**config.mk**
```make
export PLATFORM = sky130hd
export DESIGN_NAME = sht128_datapath
export DESIGN_NICKNAME = d
export VERILOG_FILES = /design/src/rtl/sht128_pkg.sv /design/src/rtl/sht128_datapath.sv
export SDC_FILE = /design/constraint.sdc
export NUM_CORES = 2
export LEC_CHECK = 0
export BUFFER_PORTS_ARGS = -buffer_cell sky130_fd_sc_hd__buf_2
export CAP_MARGIN = 20
export CORE_MARGIN = 5
export CORE_UTILIZATION = 60
export DETAILED_ROUTE_END_ITERATION = 16
export PLACE_DENSITY = 0.74
export SLEW_MARGIN = 10
export SYNTH_ARGS = -nofsm -noshare
export SYNTH_HDL_FRONTEND = slang
export SYNTH_SLANG_ARGS = --single-unit
```
**constraint.sdc**
```tcl
create_clock -name clock -period 9.8 [get_ports clock]
set_clock_uncertainty 0.1 [all_clocks]
set_input_delay 0 -clock clock [delete_from_list [all_inputs] [get_ports clock]]
set_output_delay 0 -clock clock [all_outputs]
set_load 0.02 [all_outputs]
```
**src/rtl/sht128_pkg.sv**
```systemverilog
// ----------------------------------------------------------------------------
// Signed Hadamard transform package
// Shared constants, request and response payload types, datapath commands
// and controller states for the 128-point signed Walsh-Hadamard transform.
// ----------------------------------------------------------------------------
package sht128_pkg;

   localparam int LANES       = 4;
   localparam int LOG_LANES   = 2;
   localparam int SAMPLE_BITS = 16;
   localparam int COEFF_BITS  = 24;
   localparam int ROW_BITS    = LANES * COEFF_BITS;

   typedef struct packed {
      logic signed [SAMPLE_BITS-1:0] sample_a;
      logic signed [SAMPLE_BITS-1:0] sample_b;
      logic signed [SAMPLE_BITS-1:0] sample_c;
      logic signed [SAMPLE_BITS-1:0] sample_d;
      logic        [LANES-1:0]       sign_flips;
   } req_payload_type;

   typedef struct packed {
      logic signed [COEFF_BITS-1:0] coeff_a;
      logic signed [COEFF_BITS-1:0] coeff_b;
      logic signed [COEFF_BITS-1:0] coeff_c;
      logic signed [COEFF_BITS-1:0] coeff_d;
      logic                         final_group;
   } rsp_payload_type;

   typedef struct packed {
      logic load_wr;
      logic bf_lo_wr;
      logic bf_hi_wr;
      logic rd_en;
   } dp_cmd_type;

   typedef enum logic [2:0] {
      ST_LOAD,
      ST_BF_RD,
      ST_BF_LO,
      ST_BF_HI,
      ST_OUT_RD,
      ST_OUT_SHOW
   } ctrl_state_type;

endpackage

```
**src/rtl/sht128_datapath.sv**
```systemverilog
// ----------------------------------------------------------------------------
// Signed Hadamard transform datapath
// Row memory of LANES coefficients per row, the load network that applies
// the sign flips and the in-row butterfly stages, and the row-pair
// butterfly unit used for the strides that span rows.
// ----------------------------------------------------------------------------
module sht128_datapath #(
   parameter int POINTS = 128
) (
   input  logic                                              clock,
   input  sht128_pkg::dp_cmd_type                            cmd,
   input  logic [$clog2(POINTS/sht128_pkg::LANES)-1:0]       wr_addr,
   input  logic [$clog2(POINTS/sht128_pkg::LANES)-1:0]       rd_addr_lo,
   input  logic [$clog2(POINTS/sht128_pkg::LANES)-1:0]       rd_addr_hi,
   input  sht128_pkg::req_payload_type                       req_payload,
   output logic [sht128_pkg::ROW_BITS-1:0]                   rd_row
);
   import sht128_pkg::*;

   localparam int ROWS = POINTS / LANES;

   logic [ROW_BITS-1:0]          work_store [ROWS];
   logic [ROW_BITS-1:0]          rd_lo_ff;
   logic [ROW_BITS-1:0]          rd_hi_ff;
   logic [ROW_BITS-1:0]          load_row;
   logic [ROW_BITS-1:0]          lo_row;
   logic [ROW_BITS-1:0]          hi_row;
   logic [ROW_BITS-1:0]          wr_row;
   logic signed [SAMPLE_BITS-1:0] samples [LANES];
   logic [COEFF_BITS-1:0]        net [LOG_LANES+1][LANES];

   always_comb begin
      samples[0] = req_payload.sample_a;
      samples[1] = req_payload.sample_b;
      samples[2] = req_payload.sample_c;
      samples[3] = req_payload.sample_d;
   end

   // Negation is done after sign extension, so the most negative sample
   // becomes its exact positive value.
   always_comb begin
      for (int l = 0; l < LANES; l++) begin
         if (req_payload.sign_flips[l]) begin
            net[0][l] = -COEFF_BITS'(samples[l]);
         end else begin
            net[0][l] = COEFF_BITS'(samples[l]);
         end
      end
      for (int s = 0; s < LOG_LANES; s++) begin
         for (int j = 0; j < LANES; j++) begin
            if (((j >> s) & 1) == 0) begin
               net[s+1][j] = net[s][j] + net[s][j + (1 << s)];
            end else begin
               net[s+1][j] = net[s][j - (1 << s)] - net[s][j];
            end
         end
      end
      for (int l = 0; l < LANES; l++) begin
         load_row[l*COEFF_BITS +: COEFF_BITS] = net[LOG_LANES][l];
      end
   end

   always_comb begin
      for (int l = 0; l < LANES; l++) begin
         lo_row[l*COEFF_BITS +: COEFF_BITS] = rd_lo_ff[l*COEFF_BITS +: COEFF_BITS]
                                            + rd_hi_ff[l*COEFF_BITS +: COEFF_BITS];
         hi_row[l*COEFF_BITS +: COEFF_BITS] = rd_lo_ff[l*COEFF_BITS +: COEFF_BITS]
                                            - rd_hi_ff[l*COEFF_BITS +: COEFF_BITS];
      end
   end

   always_comb begin
      if (cmd.load_wr) begin
         wr_row = load_row;
      end else if (cmd.bf_lo_wr) begin
         wr_row = lo_row;
      end else begin
         wr_row = hi_row;
      end
   end

   always_ff @(posedge clock) begin
      if (cmd.load_wr || cmd.bf_lo_wr || cmd.bf_hi_wr) begin
         work_store[wr_addr] <= wr_row;
      end
   end

   // The read registers hold across the lower-row and upper-row writes of a row pair.
   always_ff @(posedge clock) begin
      if (cmd.rd_en) begin
         rd_lo_ff <= work_store[rd_addr_lo];
         rd_hi_ff <= work_store[rd_addr_hi];
      end
   end

   assign rd_row = rd_lo_ff;

endmodule

```
# ---- Word-level counts from Yosys, hierarchy flattened
# Memory sizes are Yosys's and may differ from the RTL's. A register that Yosys moved wholly into a read port is not among the register bits.
# Index checks and enable logic that the tools add are counted.
dict set report word_totals {
  ramBits 3072
  memories 1
  reg_bits 0
  latch_bits 0
  rom_bits 0
  inputBits 88
  output_inout_bits 96
  wordCells 31
}
dict set report op_classes {
  n_lt_le_gt_ge 0
  n_reduce_logical 2
  shifts 0
  n_eq_ne 0
  multipliers 0
  div 0
  mux 8
  n_bitwise 0
  add_sub_neg 20
}
# memory depth width read_ports rd_ports_with_merged_regs write_ports line_no
set mem_list {}
lappend mem_list {work_store 32 96 2 2 1 sht128_datapath.sv:22} ;# logic [ROW_BITS-1:0] work_store [ROWS];
# operator count
set op_table {}
lappend op_table {{24-bit adder} 8}
lappend op_table {{96-bit two-way mux} 2}
lappend op_table {{24-bit subtractor} 8}
lappend op_table {{24-bit two-way mux} 4}
lappend op_table {{16-bit negation with 24-bit output} 4}
lappend op_table {{1-bit logical OR} 2}
lappend op_table {{1-bit two-way mux} 2}

# ---- Longest topological paths before layout
dict set report depth {
  depth_word 5
  ltp_mapped 31
  depth_no_buf 31
}

# ---- Worst setup path after synthesis
# OpenSTA, ideal clock, no wires.
dict set report synth_path {
  path_type {input port to flip-flop}
  from {in req_payload[37] in the netlist's numbering}
  to {mem work_store[0][70] in the netlist's numbering (data pin)}
  slack_ps 3039
  path_buffers 2
  t_required_ps 9304
  stages 23
  arrival_ps 6266
  path_cell_list {or3_4 > or3b_4 > or3_1 > and2_1 > xor2_1 > ha_1 > clkbuf_1 > and3_1 > a221o_1 > o211ai_1 > o21bai_1 > a211oi_1 > nor2_1 > ha_1 > clkbuf_1 > or4_1 > nor3_1 > o2111ai_1 > nand4_1 > o221ai_1 > o31a_1 > or4_1 > a32oi_1}
}
dict set report synth_between {
  elab_chain_len 5
}
# element line_no
set synth_rtl {}
lappend synth_rtl {{start, declared} sht128_datapath.sv:15} ;# input sht128_pkg::req_payload_type req_payload,
lappend synth_rtl {{16-bit negation with 24-bit output} sht128_datapath.sv:44} ;# net[0][l] = -COEFF_BITS'(samples[l]);
lappend synth_rtl {{24-bit two-way mux (*)} sht128_datapath.sv:43} ;# if (req_payload.sign_flips[l]) begin
lappend synth_rtl {{24-bit adder (*)} sht128_datapath.sv:52} ;# net[s+1][j] = net[s][j] + net[s][j + (1 << s)];
lappend synth_rtl {{24-bit subtractor (*)} sht128_datapath.sv:54} ;# net[s+1][j] = net[s][j - (1 << s)] - net[s][j];
lappend synth_rtl {{96-bit two-way mux (*)} sht128_datapath.sv:73} ;# if (cmd.load_wr) begin
lappend synth_rtl {{via wr_row[70]} sht128_datapath.sv:28} ;# logic [ROW_BITS-1:0] wr_row;
lappend synth_rtl {{end, declared} sht128_datapath.sv:22}
# The timed path passes the listed nets; every way through them passes the cells marked *.

# ---- Worst setup path in the final report
dict set report layout_path {
  from {reg rd_hi_ff[48], read port of work_store}
  to {mem work_store[18][68] in the netlist's numbering (data pin)}
}
dict set report layout_between {
  elab_chain_len 3
}
# element line_no
set layout_rtl {}
lappend layout_rtl {{start, declared} sht128_datapath.sv:24} ;# logic [ROW_BITS-1:0] rd_hi_ff;
lappend layout_rtl {{24-bit subtractor / 24-bit adder (equally long branches)} {sht128_datapath.sv:68, sht128_datapath.sv:66}}
lappend layout_rtl {{96-bit two-way mux (*)} sht128_datapath.sv:75} ;# end else if (cmd.bf_lo_wr) begin
lappend layout_rtl {{96-bit two-way mux (*)} sht128_datapath.sv:73}
lappend layout_rtl {{via wr_row[68]} sht128_datapath.sv:28}
# Marked as above.

==> out/results.tsv <==
metric	value	unit
fill cell total of the finished layout	17100	
Vias per Instance	7.55	
Period minus WS final	6.48	ns
cell at the root of the clock tree	clkbuf_16	
Lkg Pwr	0.0580	µW
std cell rows	191	
met1 Track Usage GR	49.7	%
share of the synthesized netlist area taken by xor and xnor gates	2.08	%
total of warnings raised by yosys	0	
cell chain of the critical path	inv_1 -> ha_1 -> nand3b_1 -> nor3b_1 -> nor2_1 -> xnor2_1 -> ha_1 -> a2111oi_0 -> o211ai_1 -> a311oi_1 -> o21bai_1 -> a21oi_1 -> xor2_1 -> o21ai_2	
clock-pin slew on the worst setup and hold paths	0.06	ns
Worst Path Class, Setup	flip-flop to flip-flop	
layout cells sized above 1	35.3	%
clock buffer count from CTS	339	
fraction of the mapped netlist area in compound gates	3.03	%
worst-path maximum fanout	32	
critical hold path startpoint	rd_addr_hi[2]	
Setup Buffers After CTS	0	
largest stage delay on the critical path	1.04	ns
capture point of the worst reg-to-reg path	work_store[18][68]$_DFFE_PP_	
DRC violations left	0	
clock sink total	3264	
sequential-to-total area share from yosys stat	60.3	%
final global-route overflow total	0	
overall routed net length	489000	µm
Post-Syn Nets	8817	
unrepaired setup endpoints after global routing	false	
PwrDens	248	nW/µm²
remaining number of nets flagged by the antenna check after routing	0	
met3 usage in global routing	7.28	%
most common cell after layout, fill and taps aside	edfxtp_1	
area fraction in and, or, nand and nor cells after synthesis	2.39	%
Hold WC Path Type	primary input to flip-flop	
total global-route track usage	34.7	%
via count of the first global-routing pass	93900	
routed len/inst	39.2	µm
Top Usage Layer GRT	met2	
endpoint arrival time on the critical path	6.92	ns
CTS H-tree lvls	5	
FF+latch count, synth	3264	
core utilization of the finished layout	66.6	%
violation count after the first detailed-routing iteration	14800	
Critical Path Source Type	flip-flop	
Finished Layout Cells	12500	
final RePlAce weighted congestion	0.941	
DIE HEIGHT	530	µm
worst hold endpoint	rd_hi_ff[89]$_DFFE_PP_	
post-synth cell types	84	
die width	530	µm
maximum number of pins on one net before global-route repair	136	
Clock Latency Late Sink	0.91	ns
Top-Level Pins	184	
clock tree from TritonCTS	built	
number of cell instances on the worst register-to-register path	14	
Final Power	44700	µW
routed vias	94300	
post-synthesis area per instance	19.3	µm²
Post-Syn Area	163000	µm²
most used cells in the layout excluding fill and tap cells	edfxtp_1, mux4_2, clkbuf_16	
combinational family with the most area after synthesis	multiplexers	
Slew Limit Headroom	15.4	%
most repeated library cell on the critical path	ha_1	
Post-Synthesis Cells	8433	
number of iterations in the first detailed-routing pass	6	
P&R area growth vs syn	10.7	%
final worst path period share	66.1	%
final number of hold-violating endpoints	0	
Cell Count Post-Placement	11800	
number of buffer cells added on primary ports	183	
peak supply drop	0.000196	V
die area	281000	µm²
MaxCap Viol Count	0	
setup total negative slack	0	ns
number of cells traversed by the worst hold path	3	
number of enable flip-flop cells after synthesis	3264	
HPWL reported at the end of detailed placement	271000	µm
wire length of the first global-routing pass	690000	µm
CP required	10.24	ns
number of setup violations in the final report	0	
Register-to-Register Setup Slack	3.32	ns
multiplexer area fraction after synthesis	28.1	%
ys flop type	edfxtp_1	
share of flip-flops with an asynchronous set or reset	0	%
antenna violations before repair	20	
adder-cell share of the synthesized area	2.33	%
kind of end point of the critical path	flip-flop	
placeable core region	270000	µm²
Max Fclk	154	MHz
crit path max-delay cell type	a2111oi_0	
transition time at the pin with the least slew margin	1.24	ns
Max Slew Vio Count	0	
routing usage on met2	53.3	%
initial core utilization	60.1	%
buffer levels on the longest clock path	4	
result of the run	completed	
launching point of the worst reg2reg path	rd_hi_ff[48]$_DFFE_PP_	
Final Net Count	9048	
## flip-flops by register name (all words and copies together) (netlist names)
register	count
rd_row	96
work_store	3072
rd_hi_ff	96
## through the flow
step	setup slack, ns	hold slack (ns)	cell area, µm²
final	3.32	0.0195	180000
after global routing	3.03	0.0579	180000
after CTS	3.26	0.00580	179000
after detailed placement	2.44	0.452	169000
after global placement	2.30	0.457	168000
after floorplan	3.04	0.0125	163000
## worst max-delay path, delay by kind of cell (launching register included)
kind / cells / cell delay (ns)
compound gates: 6 / 3.41
fa+ha+maj: 2 / 0.43
buf+inv: 1 / 0.09
flops: 1 / 0.44
xor+xnor: 2 / 0.29
simple gates: 3 / 1.36
## cell families after synthesis
group / after synthesis
AOI/OAI and AO/OA: 778
DFF: 3264
adders and majority gates: 296
xor gates and xnor gates: 384
and+or+nand+nor: 806
buffers and inverters: 770
muxes: 2135
## routing by layer
metal	up-vias	part of all wire, %
li1	36300	-
met1	49700	36
met2	7195	47
met3	1152	13
met4	12	4.9
met5	-	0.016
## what timing repair did
item	in CTS	in global routing
hold buffers	16	0
gates resized for setup	0	0
endpoints found under the hold margin	650	0
## power by group
group / internal [µW] / switching [µW]
registers: 19500 / 352
logic: 3810 / 8600
clock network: 7060 / 5410
total: 30300 / 14400
## cell usage after synthesis, types with 16 or more instances
library cell / count / area share, %
nor3_1: 80 / 0.25
nor2_1: 290 / 0.67
edfxtp_1: 3264 / 60
o211ai_1: 18 / 0.083
o21bai_1: 46 / 0.21
nand2_1: 151 / 0.35
xnor2_1: 239 / 1.3
xor2_1: 143 / 0.77
o31ai_1: 26 / 0.12
nand2b_1: 61 / 0.23
a211oi_1: 16 / 0.074
clkbuf_1: 419 / 0.97
a21o_1: 63 / 0.29
nand3_1: 29 / 0.089
a21oi_1: 268 / 0.83
or3_1: 48 / 0.18
nor2b_1: 31 / 0.12
ha_1: 284 / 2.2
a31oi_1: 23 / 0.089
mux2_2: 201 / 1.4
nor4_1: 24 / 0.092
inv_1: 222 / 0.51
mux4_2: 1920 / 27
o21ai_0: 173 / 0.53
buf_1: 126 / 0.29
o21a_1: 27 / 0.12
## final cells by class
class                           count  area, µm²  area share (%)
Clock buffer                      410       8810            4.90
Inverter                          224        842           0.468
Timing Repair Buffer              436       3770            2.09
Antenna cell                        5       12.5         0.00695
Clock inverter                    184       1660           0.924
Tap cell                         3570       4470            2.48
Sequential cell                  3264      98000            54.5
Multi-Input combinational cell   4399      62400            34.7
## how the worst max path moves through the flow
stage,from,to,slack [ns],cells past startpoint
after CTS,rd_hi_ff[0]$_DFFE_PP_,work_store[24][22]$_DFFE_PP_,3.26,17
after global routing,req_payload[4],work_store[29][71]$_DFFE_PP_,3.03,31
after detailed placement,req_payload[4],work_store[11][70]$_DFFE_PP_,2.44,27
after global placement,req_payload[4],work_store[20][71]$_DFFE_PP_,2.30,30
after floorplan,req_payload[37],work_store[0][70]$_DFFE_PP_,3.04,23
final,rd_hi_ff[48]$_DFFE_PP_,work_store[18][68]$_DFFE_PP_,3.32,14
Note: power is estimated with default switching activity, not from simulation.
