==> config.mk <==
export PLATFORM = sky130hd
export DESIGN_NAME = sht128_ctrl
export DESIGN_NICKNAME = d
export VERILOG_FILES = /design/src/rtl/sht128_pkg.sv /design/src/rtl/sht128_ctrl.sv
export SDC_FILE = /design/constraint.sdc
export NUM_CORES = 1
export LEC_CHECK = 0
export BUFFER_PORTS_ARGS = -buffer_cell sky130_fd_sc_hd__buf_2
export CAP_MARGIN = 20
export CORE_MARGIN = 2
export CORE_UTILIZATION = 48
export DETAILED_ROUTE_END_ITERATION = 16
export MAX_ROUTING_LAYER = met4
export PLACE_DENSITY = 0.7
export SETUP_SLACK_MARGIN = 0.02
export SYNTH_ARGS = -nofsm -noshare
export SYNTH_HDL_FRONTEND = slang
export SYNTH_SLANG_ARGS = --single-unit
==> constraint.sdc <==
create_clock -name clock -period 2.2 [get_ports clock]
set_input_delay 0.22 -clock clock [delete_from_list [all_inputs] [get_ports clock]]
set_output_delay 0.22 -clock clock [all_outputs]
set_load 0.1 [all_outputs]
==> src/rtl/sht128_pkg.sv <==
// ----------------------------------------------------------------------------
// Signed Hadamard transform package
// Shared constants, request and response payload types, datapath commands
// and controller states for the 128-point signed Walsh-Hadamard transform.
// ----------------------------------------------------------------------------
package sht128_pkg;

   localparam int LANES       = 4;
   localparam int LOG_LANES   = 2;
   localparam int SAMPLE_BITS = 16;
   localparam int COEFF_BITS  = 24;
   localparam int ROW_BITS    = LANES * COEFF_BITS;

   typedef struct packed {
      logic signed [SAMPLE_BITS-1:0] sample_a;
      logic signed [SAMPLE_BITS-1:0] sample_b;
      logic signed [SAMPLE_BITS-1:0] sample_c;
      logic signed [SAMPLE_BITS-1:0] sample_d;
      logic        [LANES-1:0]       sign_flips;
   } req_payload_type;

   typedef struct packed {
      logic signed [COEFF_BITS-1:0] coeff_a;
      logic signed [COEFF_BITS-1:0] coeff_b;
      logic signed [COEFF_BITS-1:0] coeff_c;
      logic signed [COEFF_BITS-1:0] coeff_d;
      logic                         final_group;
   } rsp_payload_type;

   typedef struct packed {
      logic load_wr;
      logic bf_lo_wr;
      logic bf_hi_wr;
      logic rd_en;
   } dp_cmd_type;

   typedef enum logic [2:0] {
      ST_LOAD,
      ST_BF_RD,
      ST_BF_LO,
      ST_BF_HI,
      ST_OUT_RD,
      ST_OUT_SHOW
   } ctrl_state_type;

endpackage

==> src/rtl/sht128_ctrl.sv <==
// ----------------------------------------------------------------------------
// Signed Hadamard transform controller
// Sequences loading, the row-pair butterfly passes and the output stream,
// and drives the datapath with commands and row addresses.
// ----------------------------------------------------------------------------
module sht128_ctrl #(
   parameter int POINTS = 128
) (
   input  logic                                          clock,
   input  logic                                          reset,
   input  logic                                          req_valid,
   output logic                                          req_stall,
   output logic                                          rsp_valid,
   input  logic                                          rsp_stall,
   output logic                                          rsp_final,
   output sht128_pkg::dp_cmd_type                        cmd,
   output logic [$clog2(POINTS/sht128_pkg::LANES)-1:0]   wr_addr,
   output logic [$clog2(POINTS/sht128_pkg::LANES)-1:0]   rd_addr_lo,
   output logic [$clog2(POINTS/sht128_pkg::LANES)-1:0]   rd_addr_hi
);
   import sht128_pkg::*;

   localparam int ROWS       = POINTS / LANES;
   localparam int ROW_LOG    = $clog2(ROWS);
   localparam int PAIR_BITS  = ROW_LOG - 1;
   localparam int STAGE_BITS = $clog2(ROW_LOG);
   localparam logic [ROW_LOG-1:0]    LAST_ROW   = ROW_LOG'(ROWS - 1);
   localparam logic [PAIR_BITS-1:0]  LAST_PAIR  = PAIR_BITS'(ROWS / 2 - 1);
   localparam logic [STAGE_BITS-1:0] LAST_STAGE = STAGE_BITS'(ROW_LOG - 1);

   ctrl_state_type          state_ff;
   ctrl_state_type          state_in;
   logic [ROW_LOG-1:0]      row_ff;
   logic [ROW_LOG-1:0]      row_in;
   logic [PAIR_BITS-1:0]    pair_ff;
   logic [PAIR_BITS-1:0]    pair_in;
   logic [STAGE_BITS-1:0]   stage_ff;
   logic [STAGE_BITS-1:0]   stage_in;
   logic                    req_accept;
   logic                    rsp_accept;
   logic [ROW_LOG-1:0]      pair_ext;
   logic [ROW_LOG-1:0]      stride;
   logic [ROW_LOG-1:0]      low_mask;
   logic [ROW_LOG-1:0]      bf_lo;
   logic [ROW_LOG-1:0]      bf_hi;

   assign req_accept = (state_ff == ST_LOAD) && req_valid;
   assign rsp_accept = (state_ff == ST_OUT_SHOW) && !rsp_stall;

   // The pair index gets a zero bit inserted at the stride position to form
   // the lower row; the upper row sets that bit.
   always_comb begin
      pair_ext = {1'b0, pair_ff};
      stride   = ROW_LOG'(1) << stage_ff;
      low_mask = stride - ROW_LOG'(1);
      bf_lo    = (pair_ext & low_mask) | ((pair_ext & ~low_mask) << 1);
      bf_hi    = bf_lo | stride;
   end

   always_comb begin
      state_in = state_ff;
      case (state_ff)
         ST_LOAD: begin
            if (req_accept && (row_ff == LAST_ROW)) begin
               state_in = ST_BF_RD;
            end
         end
         ST_BF_RD: begin
            state_in = ST_BF_LO;
         end
         ST_BF_LO: begin
            state_in = ST_BF_HI;
         end
         ST_BF_HI: begin
            if ((pair_ff == LAST_PAIR) && (stage_ff == LAST_STAGE)) begin
               state_in = ST_OUT_RD;
            end else begin
               state_in = ST_BF_RD;
            end
         end
         ST_OUT_RD: begin
            state_in = ST_OUT_SHOW;
         end
         ST_OUT_SHOW: begin
            if (rsp_accept && (row_ff == LAST_ROW)) begin
               state_in = ST_LOAD;
            end
         end
         default: begin
            state_in = ST_LOAD;
         end
      endcase
   end

   always_comb begin
      row_in   = row_ff;
      pair_in  = pair_ff;
      stage_in = stage_ff;
      if (req_accept || rsp_accept) begin
         row_in = row_ff + ROW_LOG'(1);
      end
      if (state_ff == ST_BF_HI) begin
         if (pair_ff == LAST_PAIR) begin
            pair_in = '0;
            if (stage_ff == LAST_STAGE) begin
               stage_in = '0;
            end else begin
               stage_in = stage_ff + STAGE_BITS'(1);
            end
         end else begin
            pair_in = pair_ff + PAIR_BITS'(1);
         end
      end
   end

   always_comb begin
      cmd        = '0;
      wr_addr    = row_ff;
      rd_addr_lo = bf_lo;
      rd_addr_hi = bf_hi;
      case (state_ff)
         ST_LOAD: begin
            cmd.load_wr = req_valid;
         end
         ST_BF_RD: begin
            cmd.rd_en = 1'b1;
         end
         ST_BF_LO: begin
            cmd.bf_lo_wr = 1'b1;
            wr_addr      = bf_lo;
         end
         ST_BF_HI: begin
            cmd.bf_hi_wr = 1'b1;
            wr_addr      = bf_hi;
         end
         ST_OUT_RD: begin
            cmd.rd_en  = 1'b1;
            rd_addr_lo = row_ff;
         end
         ST_OUT_SHOW: begin
            // Fetch the next row as the current one is taken.
            cmd.rd_en  = !rsp_stall && (row_ff != LAST_ROW);
            rd_addr_lo = row_ff + ROW_LOG'(1);
         end
         default: begin
            cmd = '0;
         end
      endcase
   end

   assign req_stall = (state_ff != ST_LOAD);
   assign rsp_valid = (state_ff == ST_OUT_SHOW);
   assign rsp_final = (row_ff == LAST_ROW);

   always_ff @(posedge clock) begin
      if (reset) begin
         state_ff <= ST_LOAD;
         row_ff   <= '0;
         pair_ff  <= '0;
         stage_ff <= '0;
      end else begin
         state_ff <= state_in;
         row_ff   <= row_in;
         pair_ff  <= pair_in;
         stage_ff <= stage_in;
      end
   end

`ifndef ASSERT_OFF
   a_one_command: assert property (@(posedge clock) disable iff (reset)
      $onehot0({cmd.load_wr, cmd.bf_lo_wr, cmd.bf_hi_wr, cmd.rd_en}))
      else $error("More than one datapath command in a cycle.");

   a_pair_rows: assert property (@(posedge clock) disable iff (reset)
      (state_ff == ST_BF_RD) |-> (rd_addr_lo < rd_addr_hi) &&
                                 ($countones(rd_addr_lo ^ rd_addr_hi) == 1))
      else $error("Butterfly rows are not a valid pair.");

   a_stall_holds_row: assert property (@(posedge clock) disable iff (reset)
      (rsp_valid && rsp_stall) |=> rsp_valid && $stable(row_ff))
      else $error("Output row moved while stalled.");

   a_block_end: assert property (@(posedge clock) disable iff (reset)
      (rsp_accept && (row_ff == LAST_ROW)) |=> (state_ff == ST_LOAD) && (row_ff == '0))
      else $error("Block did not return to loading after its last response.");

   a_load_end: assert property (@(posedge clock) disable iff (reset)
      (req_accept && (row_ff == LAST_ROW)) |=> (state_ff == ST_BF_RD) &&
                                              (row_ff == '0) && (pair_ff == '0) &&
                                              (stage_ff == '0))
      else $error("Transform did not start cleanly after the last request.");
`endif

endmodule
Word level (Yosys, flattened, before mapping)
Index checks and enable logic that the tools add are counted.
{"block": "totals", "latchBits": 0, "reg_bits": 15, "rom_bits": 0, "memories": 0, "ram_bits": 0, "word_cells": 50}
{"block": "op_classes", "n_addsub": 4, "bitwise_logic": 5, "n_eq_ne": 11, "shift": 1, "div": 0, "reduce_logical": 13, "mul": 0, "mux": 12, "n_lt_le_gt_ge": 0}
{"cell": "5-bit one-hot mux with 2 select lines", "count": 2}
{"cell": "3-bit one-hot mux with 6 select lines", "count": 1}
{"cell": "3-bit 2-to-1 mux", "count": 4}
{"cell": "5-bit OR", "count": 2}
{"cell": "3-bit equality test (second input constant)", "count": 3}
{"cell": "3-bit by 2-bit equality test with 1-bit output (second input constant)", "count": 2}
{"cell": "1-bit logical AND", "count": 6}
{"cell": "5-bit by 1-bit adder with 5-bit output (second input constant)", "count": 1}
{"cell": "4-bit by 5-bit AND with 5-bit output", "count": 1}
{"cell": "5-bit equality test (second input constant)", "count": 1}
{"cell": "5-bit inequality test (second input constant)", "count": 1}
{"cell": "1-bit by 3-bit << shifter with 5-bit output (first input constant)", "count": 1}
{"cell": "5-bit by 1-bit subtractor with 5-bit output (second input constant)", "count": 1}
{"cell": "4-bit by 1-bit adder with 4-bit output (second input constant)", "count": 1}
{"cell": "4-bit AND", "count": 1}
{"cell": "4-bit equality test (second input constant)", "count": 1}
{"cell": "4-bit 2-to-1 mux", "count": 1}
{"cell": "2-bit by 1-bit inequality test with 1-bit output (second input constant)", "count": 2}
{"cell": "4-bit NOT", "count": 1}
{"cell": "2-bit AND reduction", "count": 2}
{"cell": "3-bit by 1-bit adder with 3-bit output (second input constant)", "count": 1}
{"cell": "3-bit by 1-bit equality test with 1-bit output (second input constant)", "count": 1}
{"cell": "3-bit logical NOT", "count": 1}
{"cell": "1-bit 2-to-1 mux", "count": 3}
{"cell": "other kinds (5)", "count": 5}

Logic depth before layout (Yosys ltp)
{"block": "depth", "ltp_word": 7, "ltp_mapped": 8}

Worst setup path before layout
No wires, ideal clock.
{"block": "synth_path", "kind": "reg-to-output", "startpoint": "register row_ff[0]", "endpoint": "output cmd[0] (netlist name)", "required_time_ns": 1.980, "arrival_time_ns": 3.600, "stages_incl_launch_ff": 7, "n_path_buf": 0, "slack_ns": -1.620, "path_cell_list": "dfxtp_1 ha_1 and3_1 ha_1 nor2_1 nor2_1 nor3_1"}
{"item": "start, declared", "line": "sht128_ctrl.sv:33", "source": "logic [ROW_LOG-1:0] row_ff;"}
{"item": "start signal, assigned", "line": "sht128_ctrl.sv:163", "source": "row_ff <= row_in;"}
{"item": "end, declared", "line": "sht128_ctrl.sv:16", "source": "output sht128_pkg::dp_cmd_type cmd,"}

Worst setup path after layout
{"block": "layout_path", "startpoint": "register stage_ff[1]", "endpoint": "output rd_addr_lo[3] (netlist name)"}
{"block": "layout_between", "elab_chain_len": 6}
{"item": "start, declared", "line": "sht128_ctrl.sv:37", "source": "logic [STAGE_BITS-1:0] stage_ff;"}
{"item": "start signal, assigned", "line": "sht128_ctrl.sv:165", "source": "stage_ff <= stage_in;"}
{"item": "1-bit by 3-bit << shifter with 5-bit output (*)", "line": "sht128_ctrl.sv:54", "source": "stride = ROW_LOG'(1) << stage_ff;"}
{"item": "5-bit by 1-bit subtractor with 5-bit output (*)", "line": "sht128_ctrl.sv:55", "source": "low_mask = stride - ROW_LOG'(1);"}
{"item": "4-bit NOT", "line": "sht128_ctrl.sv:56", "source": "bf_lo = (pair_ext & low_mask) | ((pair_ext & ~low_mask) << 1);"}
{"item": "4-bit AND", "line": "sht128_ctrl.sv:56"}
{"item": "5-bit OR (*)", "line": "sht128_ctrl.sv:56"}
{"item": "5-bit one-hot mux with 2 select lines (*)", "line": "sht128_ctrl.sv:121", "source": "case (state_ff)"}
{"item": "end, declared", "line": "sht128_ctrl.sv:18", "source": "output logic [$clog2(POINTS/sht128_pkg::LANES)-1:0] rd_addr_lo,"}
Every way passes the cells marked *; elsewhere a longest branch is shown, timed or not.

==> results_dict.tcl <==
set metrics [dict create \
    timing_hold_violations_final 0 \
    clk_pin_slew_worst_paths_ps 100 \
    place_congestion 0.7863 \
    violations "negative setup slack" \
    ys.warnings.count 0 \
    synth.ff_latch_count 15 \
    syn_nets 170 \
    floorplan_die_height_um 54.47 \
    max_freq_mhz 417.0 \
    area_delta_synth_final_pct 58.65 \
    fp.dieW_um 54.47 \
    yosysSeqAreaShare_pct 24.56 \
    drc 0 \
    place.port_buffers 25 \
    ir_worst_vdd_mv 0.3305 \
    post-route-min-period_ps 2398 \
    nNetsFinal 207 \
    detailedPlacementHpwl_um 2479 \
    die-area_mm2 0.002966 \
    dr_total_vias 1304 \
    core_area_mm2 0.002455 \
    crit_arrival_ps 2180 \
    cp_slowest_stage_delay_ps 400 \
    final_area_mm2 0.001939 \
    cts.htree.levels 1 \
    timing.final.setup_violations 8 \
    cts_sinks 15 \
    placement.cell_area_mm2 0.001729 \
    crit_chain "buf_4 > ha_2 > ha_4 > nand2b_4 > a21oi_2 > or3_4 > mux2_4 > buf_12" \
    cell_variety_after_synth 36 \
    final_layout_size_suffix_gt1_share_pct 45.60 \
    drtPass1Iterations 4 \
    grt_busiest_layer "met2" \
    cell_area_power_density_mw_per_mm2 282.5 \
    grt.met3_usage_pct 3.279 \
    cts_root_buffer "clkbuf_4" \
    fp-row-count 18 \
    met2_usage_pct 43.57 \
    layout.cells.most_common_list "17 x nor2_1, 15 x buf_4, 14 x buf_12" \
    antenna_found_initial 0 \
    avgRoutedWirePerCell_um 15.46 \
    worst_pin_slew_ps 487.6 \
    grt_use_met1_pct 31.38 \
    holdCritPathClass "in -> reg" \
    cp_data_required_time_ps 1980 \
    cts_tree "done" \
    layout_worst_path_cycle_share_pct 109.0 \
    clock_insertion_delay_worst_skew_ps 290 \
    grt_start_max_net_pins 16 \
    syn-mean-instance-area_um2 7.786 \
    vias_cell 5.848 \
    cts_inserted_buffers 3 \
    first_global_vias 1163 \
    finalMaxSlewViolations 0 \
    totalWireLength_um 3447 \
    yosys.area.top_type "dfxtp_1" \
    number_of_maximum_capacitance_violations 0 \
    clk_path_buf_depth 2 \
    holdBufCountCts 0 \
    synthesis.instances 157 \
    synth.cell_area_mm2 0.001222 \
    drt.antenna.violating_nets 0 \
    floorplan.io_pins 26 \
    crit_path_end_kind "output pin" \
    grt_overflow_total 0 \
    p_leak_nw 0.7337 \
    critical_path.slowest_cell "or3_4" \
    path_class "reg -> out" \
    worst_path_setup_slack_after_routing_ps -197.9 \
    setup.worst_path.start_class "flip-flop" \
    antennaDiodeCount 0 \
    first_iter_violations 21 \
    track_usage_pct 25.94 \
    grt_setup_unrepaired "true" \
    max_slew_margin_pct 67.72 \
    grt_pass1_wl_um 5306 \
    clock-skew-final_ps 15.87 \
    run_status "complete, but fails checks" \
    leading_cell_type_in_the_layout_fill_and_taps_excluded "nor2_1" \
    finish.utilization_pct 79.00 \
    initial_utilization_pct 49.80 \
    path_max_fanout 3 \
    synth_top_cells_by_area "dfxtp_1 25%, ha_1 9.2%, mux2i_1 5.7%" \
    synth_top_cell_area_share_pct 24.56 \
]
critical path: cells and delay by family, from the launching register on:
family | cells | cell delay (ps)
DFF | 1 | 380
muxes | 1 | 300
adders and majority gates | 2 | 330
AOI/OAI and AO/OA | 1 | 50
and+or+nand+nor | 2 | 530
buffers and inverters | 2 | 300
layer usage:
layer | vias up | wire, um
li1 | 618 | -
met1 | 618 | 1441
met2 | 60 | 1779
met3 | 8 | 165
met4 | 0 | 61
met5 | - | 0
what timing repair did:
item	CTS	global route
endpoints found under the setup margin	10	12
pin swaps	7	4
gates resized for setup	33	14
setup buffers	1	0
cell usage after synthesis:
library cell,count
o211ai_1,1
o22a_1,1
xnor2_1,8
and3_1,1
nand4_1,2
mux2i_1,7
a21oi_1,11
nand2b_1,5
a21oi_4,1
or3b_4,1
dfxtp_1,15
a31oi_1,3
mux2_2,2
a211oi_2,2
nor3_4,1
nor3_1,5
nor2_1,18
nand2_1,16
buf_6,1
o31a_1,1
buf_4,1
or3_4,1
o21ai_0,6
nand3_1,5
clkbuf_1,4
or3_1,1
or2_1,1
a32oi_1,2
nor2b_1,2
a22oi_1,1
buf_2,4
inv_1,8
ha_1,9
xor2_1,3
o22ai_1,2
nand3b_1,5
final cells by class:
type / instances / area (um^2)
Tap cell: 30 / 37.54
Sequential cell: 15 / 309.0
Timing Repair Buffer: 42 / 473.0
Multi-Input combinational cell: 124 / 1059
Inverter: 8 / 35.03
Clock buffer: 4 / 26.28
Fill cell: 163 / 515.5
kinds of logic after synthesis:
family | Yosys count | share of synthesized area, %
XOR/XNOR | 11 | 7.882
flip-flops | 15 | 24.57
buffers and inverters | 18 | 6.858
adder cells (fa/ha/maj) | 9 | 9.212
multiplexers | 9 | 7.574
AND/OR/NAND/NOR | 64 | 26.92
AO/OA/AOI/OAI | 31 | 16.99
registers in the layout, indices dropped and copies added, names as in the netlist:
name,cells
row_ff,5
state_ff,3
stage_ff,3
pair_ff,4
metrics by stage:
step / total power [mW] / setup WS [ps] / std cells / hold slack, ps / TNS, ps
floorplan: 0.3674 / -360.3 / 157 / 289.1 / -724.8
global placement: 0.3902 / -16.84 / 218 / 501.0 / -16.84
detailed placement: 0.3918 / -105.1 / 218 / 514.5 / -183.5
CTS: 0.5487 / -158.4 / 223 / 260.9 / -477.5
global route: 0.5647 / -251.9 / 223 / 283.7 / -1195
finish: 0.5479 / -197.9 / 223 / 268.4 / -627.1
power by group:
| group | switching (mW) | leakage (nW) | total (mW) | internal (mW) |
|---|---|---|---|---|
| clock | 0.0914 | 0.0150 | 0.162 | 0.0704 |
| sequential | 0.00809 | 0.124 | 0.284 | 0.276 |
| combinational | 0.0690 | 0.595 | 0.102 | 0.0333 |
worst paths after layout:
path,start,endpoint,slack [ps],cells past startpoint
max,stage_ff[1]$_SDFFE_PP0P_,rd_addr_lo[3],-200,8
min,rsp_stall,state_ff[0]$_SDFFE_PP0P_,270,3
max reg2reg,pair_ff[0]$_SDFFE_PP0P_,state_ff[2]$_SDFFE_PP0P_,520,5
min reg2reg,pair_ff[1]$_SDFFE_PP0P_,pair_ff[1]$_SDFFE_PP0P_,540,2
Power figures use the tool's default switching activity.
